File: src/hdl/tcw_pkg.sv
`default_nettype none
package tcw_pkg;

  localparam int DefColumns = 80;
  localparam int DefRows    = 25;

  localparam logic [7:0] CharNewline   = 8'd10;
  localparam logic [7:0] CharReturn    = 8'd13;
  localparam logic [7:0] CharBackspace = 8'd8;
  localparam logic [7:0] CharTab       = 8'd9;
  localparam logic [7:0] CharSpace     = 8'h20;

  localparam int TabStep = 4;
  localparam int TabMask = TabStep - 1;

  typedef struct packed {
    logic [7:0] attr;
    logic [7:0] ch;
  } cell_t;

  localparam cell_t BlankCell = '{attr: 8'h0F, ch: CharSpace};

  typedef enum logic [1:0] {
    MODE_PUT   = 2'd0,
    MODE_SET   = 2'd1,
    MODE_CLEAR = 2'd2,
    MODE_READ  = 2'd3
  } mode_e;

  typedef enum logic {
    ASEL_CELL  = 1'b0,
    ASEL_AHEAD = 1'b1
  } addr_sel_e;

endpackage
`default_nettype wire

File: src/hdl/tcw_addr_unit.sv
`default_nettype none
module tcw_addr_unit #(
  parameter int COLUMNS = 80,
  parameter int AW      = 11,
  parameter int CW      = 7
) (
  input  wire tcw_pkg::addr_sel_e sel_i,
  input  wire logic [AW-1:0]      row_base_i,
  input  wire logic [CW-1:0]      col_i,
  input  wire logic [AW-1:0]      ptr_i,
  output logic      [AW:0]        sum_o
);
  import tcw_pkg::*;

  logic [AW-1:0] opnd_a;
  logic [AW-1:0] opnd_b;

  always_comb begin
    unique case (sel_i)
      ASEL_CELL: begin
        opnd_a = row_base_i;
        opnd_b = AW'(col_i);
      end
      ASEL_AHEAD: begin
        opnd_a = ptr_i;
        opnd_b = AW'(COLUMNS);
      end
      default: begin
        opnd_a = '0;
        opnd_b = '0;
      end
    endcase
  end

  assign sum_o = {1'b0, opnd_a} + {1'b0, opnd_b};

endmodule
`default_nettype wire

File: config.mk
export PLATFORM = sky130hd
export DESIGN_NAME = tcw_addr_unit
export DESIGN_NICKNAME = d
export VERILOG_FILES = /design/src/hdl/tcw_pkg.sv /design/src/hdl/tcw_addr_unit.sv
export SDC_FILE = /design/constraint.sdc
export NUM_CORES = 1
export LEC_CHECK = 0
export ABC_AREA = 1
export BUFFER_PORTS_ARGS = -buffer_cell sky130_fd_sc_hd__buf_2
export CAP_MARGIN = 20
export CORE_MARGIN = 3
export CORE_UTILIZATION = 41
export DETAILED_ROUTE_END_ITERATION = 7
export GPL_TIMING_DRIVEN = 0
export PLACE_DENSITY = 0.81
export SLEW_MARGIN = 20
export SYNTH_ARGS = -nofsm -noshare
export SYNTH_HDL_FRONTEND = slang
export SYNTH_SLANG_ARGS = --single-unit
export TNS_END_PERCENT = 30
File: constraint.sdc
create_clock -name vclk -period 3.91
set_clock_uncertainty 0.2 [all_clocks]
set_input_delay 1.173 -clock vclk [all_inputs]
set_output_delay 1.173 -clock vclk [all_outputs]
set_load 0.1 [all_outputs]
==> results.json, run 1 <==
{
  "outcome": "did not finish",
  "failing_step": "4_1_cts",
  "error": "[ERROR DPL-0038] Utilization greater than 100%, impossible to legalize",
  "synth_area_leaders": "nand2_1, ha_1, inv_1, nor2_1, nand3_1",
  "rows": 13,
  "io_pins": 42,
  "synth_area_per_cell_um2": 5.19,
  "synth_cells": 124,
  "post-synth-top-area-cell": "nand2_1",
  "synth-simple-area-share": 0.543,
  "synth_xor_area_frac": 0.0817,
  "muxShareOfSynthArea": 0,
  "synthAdderAreaFrac": 0.167,
  "numPortBuffers": 41,
  "synth_seq_area_share": 0,
  "die_height_um": 45.6,
  "yosysUniqueCellTypes": 21,
  "syn_area_um2": 643,
  "synth_top_family_by_area": "simple AND/OR/NAND/NOR gates",
  "pre_cts_ws_ps": -671,
  "ctsHoldBuffers": 0,
  "cts_setup_buffers": 9,
  "syn_nets": 162,
  "ys.warnings.count": 0,
  "cts_resized": 70,
  "initial_core_util": 0.465,
  "netlist.area_leader.share": 0.286,
  "gp_congestion": 0.773,
  "die_w_um": 45.6,
  "place_hpwl_mm": 1.60,
  "synth-compound-area-share": 0.0564
}
## stage by stage
| step | std cells | area (um2) | utilization | setup TNS [ps] | hold WS (ps) |
|---|---|---|---|---|---|
| after floorplan | 124 | 848 | - | -3500 | 2590 |
| after global placement | 180 | 1070 | 0.776 | -5260 | 2710 |
| after detailed placement | 180 | 1070 | 0.776 | -5500 | 2730 |
## cell usage after synthesis, types with 2 or more instances
cell type / n
a21oi_1: 3
xor2_1: 3
nand3_1: 8
nand4_1: 2
nand2_2: 4
nand2_1: 49
nor2_2: 3
buf_6: 2
inv_2: 3
ha_1: 7
nor2_1: 12
or2_2: 2
xnor2_1: 3
inv_1: 16
## cell families after synthesis
kind of cell / Yosys count
compound gates: 6
xor+xnor: 6
fa+ha+maj: 8
buf+inv: 22
simple gates: 82
==> run 2: changes to the inputs <==
--- a/config.mk
+++ b/config.mk
@@ -8,11 +8,11 @@
 export ABC_AREA = 1
 export BUFFER_PORTS_ARGS = -buffer_cell sky130_fd_sc_hd__buf_2
 export CAP_MARGIN = 20
-export CORE_MARGIN = 3
-export CORE_UTILIZATION = 41
+export CORE_AREA = 3 3 64 66
 export DETAILED_ROUTE_END_ITERATION = 7
+export DIE_AREA = 0 0 67 69
 export GPL_TIMING_DRIVEN = 0
-export PLACE_DENSITY = 0.81
+export PLACE_DENSITY_LB_ADDON = 0.15
 export SLEW_MARGIN = 20
 export SYNTH_ARGS = -nofsm -noshare
 export SYNTH_HDL_FRONTEND = slang
==> constraint.sdc (replaced) <==
create_clock -name vclk -period 5.08
set_clock_uncertainty 0.2 [all_clocks]
set_input_delay 1.524 -clock vclk [all_inputs]
set_output_delay 1.524 -clock vclk [all_outputs]
set_load 0.1 [all_outputs]
==> results.json, run 2 <==
{
  "outcome": "finished clean",
  "slew_headroom": 0.679,
  "maxCapViolations": 0,
  "ff_latch_area_um2": 0,
  "grt_pass1_vias": 812,
  "die_height_um": 69,
  "dr.pass1.iters": 4,
  "min_from": "row_base_i[10]",
  "nFlopsAndLatches": 0,
  "fin_ws_ps": 111,
  "grt_max_degree": 11,
  "gp_congestion": 0.702,
  "synthTopCellsByCount": "nand2_1, inv_1, nor2_1, nand3_1, ha_1",
  "io_pins": 42,
  "drc": 0,
  "overflow": 0,
  "post-synth-top-area-cell": "nand2_1",
  "final_area_um2": 1160,
  "ctsHoldBuffers": 0,
  "drv_slew": 0,
  "cp_max_fo": 10,
  "place_inst": 213,
  "whs_path_depth": 5,
  "worstPathRequired_ps": 3360,
  "pwr_density_cell_nw_per_um2": 237,
  "nClkBuffers": 0,
  "cp_slowest_cell": "fa_2",
  "final_core_util": 0.320,
  "antenna_found_initial": 0,
  "crit_arrival_ps": 3240,
  "synth_area_per_cell_um2": 5.19,
  "pre_cts_ws_ps": -367,
  "synth.most_common_cell": "nand2_1",
  "cp-start-kind": "input port",
  "synth_cells": 124,
  "numPortBuffers": 41,
  "hold_class": "input port to output port",
  "final_common_cell": "nand2_1",
  "whs_endpoint": "sum_o[10]",
  "grt_setup_unrepaired": "yes",
  "grtUsageTotal": 0.0841,
  "hold_violations": 0,
  "ant_nets": 0,
  "final_cell_mix": "nand2_1, buf_2, inv_1",
  "netlist.area_leader.share": 0.286,
  "dpl_cell_area_um2": 1000,
  "grt_pass1_wl_mm": 3.37,
  "die_w_um": 67,
  "slowest_delay_ps": 430,
  "path_class": "input port to output port",
  "fin_crit_sh": 0.978,
  "vias_per_cell": 3.93,
  "cellLeakagePower_nw": 0.632,
  "fmax_ghz": 0.201,
  "syn_area_um2": 643,
  "final_nets": 205,
  "syn_nets": 162,
  "initial_core_util": 0.177,
  "synth_area_leaders": "nand2_1, ha_1, inv_1, nor2_1, nand3_1",
  "core_um2": 3630,
  "post-route-min-period_ps": 4970,
  "yosysUniqueCellTypes": 21,
  "final_cells": 213,
  "rows": 22,
  "area_delta_synth_final_pct": 80.9,
  "tightest_slew_ps": 485,
  "routed_wl_mm": 1.95,
  "finalSetupViolations": 0,
  "cts_setup_buffers": 0,
  "place_hpwl_mm": 1.74,
  "diodes": 0,
  "worstSetupEndpointType": "output port",
  "ir_worst_vdd_mv": 0.0495,
  "ys.warnings.count": 0,
  "cp_cell_sequence": "buf_12, inv_2, buf_6, nand2_1, nand2_1, ha_2, fa_2, nand3_1, nor2_2, nor2_2, xor2_4, buf_12",
  "layout-drive-gt1-share": 0.497,
  "drt_iter0_markers": 11,
  "wire_per_inst_um": 9.14,
  "dieArea_um2": 4620,
  "vias": 838,
  "synth_seq_area_share": 0
}
run 2: kinds of logic (layout without fill, tap and decap cells):
family | Yosys count | in the layout | synth area share
xor+xnor | 6 | 6 | 0.0817
fa+ha+maj | 8 | 8 | 0.167
buf+inv | 22 | 63 | 0.152
simple gates | 82 | 82 | 0.543
compound gates | 6 | 6 | 0.0564
run 2: final cells by class:
class                           count  area, um2
Inverter                           19       75.1
Timing Repair Buffer               41        285
Tap cell                           48       60.1
Multi-Input combinational cell    102        704
Fill cell                         420       2470
Buffer                              3       38.8
run 2: report_power, final:
group | switching, mW | internal [mW] | leakage [nW] | total [mW]
Sequential | 0 | 0 | 0 | 0
Combinational | 0.191 | 0.0857 | 0.632 | 0.276
Clock | 0 | 0 | 0 | 0
run 2: how the worst max path moves through the flow:
stage	from	end
2_1_floorplan	sel_i	sum_o[4]
3_3_place_gp	sel_i	sum_o[9]
3_5_place_dp	sel_i	sum_o[9]
4_1_cts	sel_i	sum_o[11]
5_1_grt	sel_i	sum_o[10]
6_report	sel_i	sum_o[6]
run 2: timing repair:
action | in CTS | in global routing
gates resized for setup | 21 | 23
endpoints found under the setup margin | 8 | 8
pin swaps | 0 | 6
run 2: worst max-delay path: cells and delay by family:
family	cells	cell delay, ps
AND/OR/NAND/NOR	5	450
buffers and inverters	4	460
XOR/XNOR	1	180
adder cells (fa/ha/maj)	2	630
run 2: per-stage QoR:
stage	setup TNS, ps	hold slack, ps	power [mW]
finish	0	3310	0.276
floorplan	-557	3290	0.207
CTS	-1.69	3320	0.262
detailed placement	-1880	3420	0.242
global placement	-1870	3420	0.241
global route	-40.2	3360	0.292
run 2: routing by layer:
layer	routed length [um]	GRT usage	up-vias
li1	-	-	460
met1	879	0.121	365
met2	1000	0.145	13
met3	64	0.00326	0
met4	0	0	0
met5	0	0	-
Note: power is estimated with default switching activity, not from simulation.
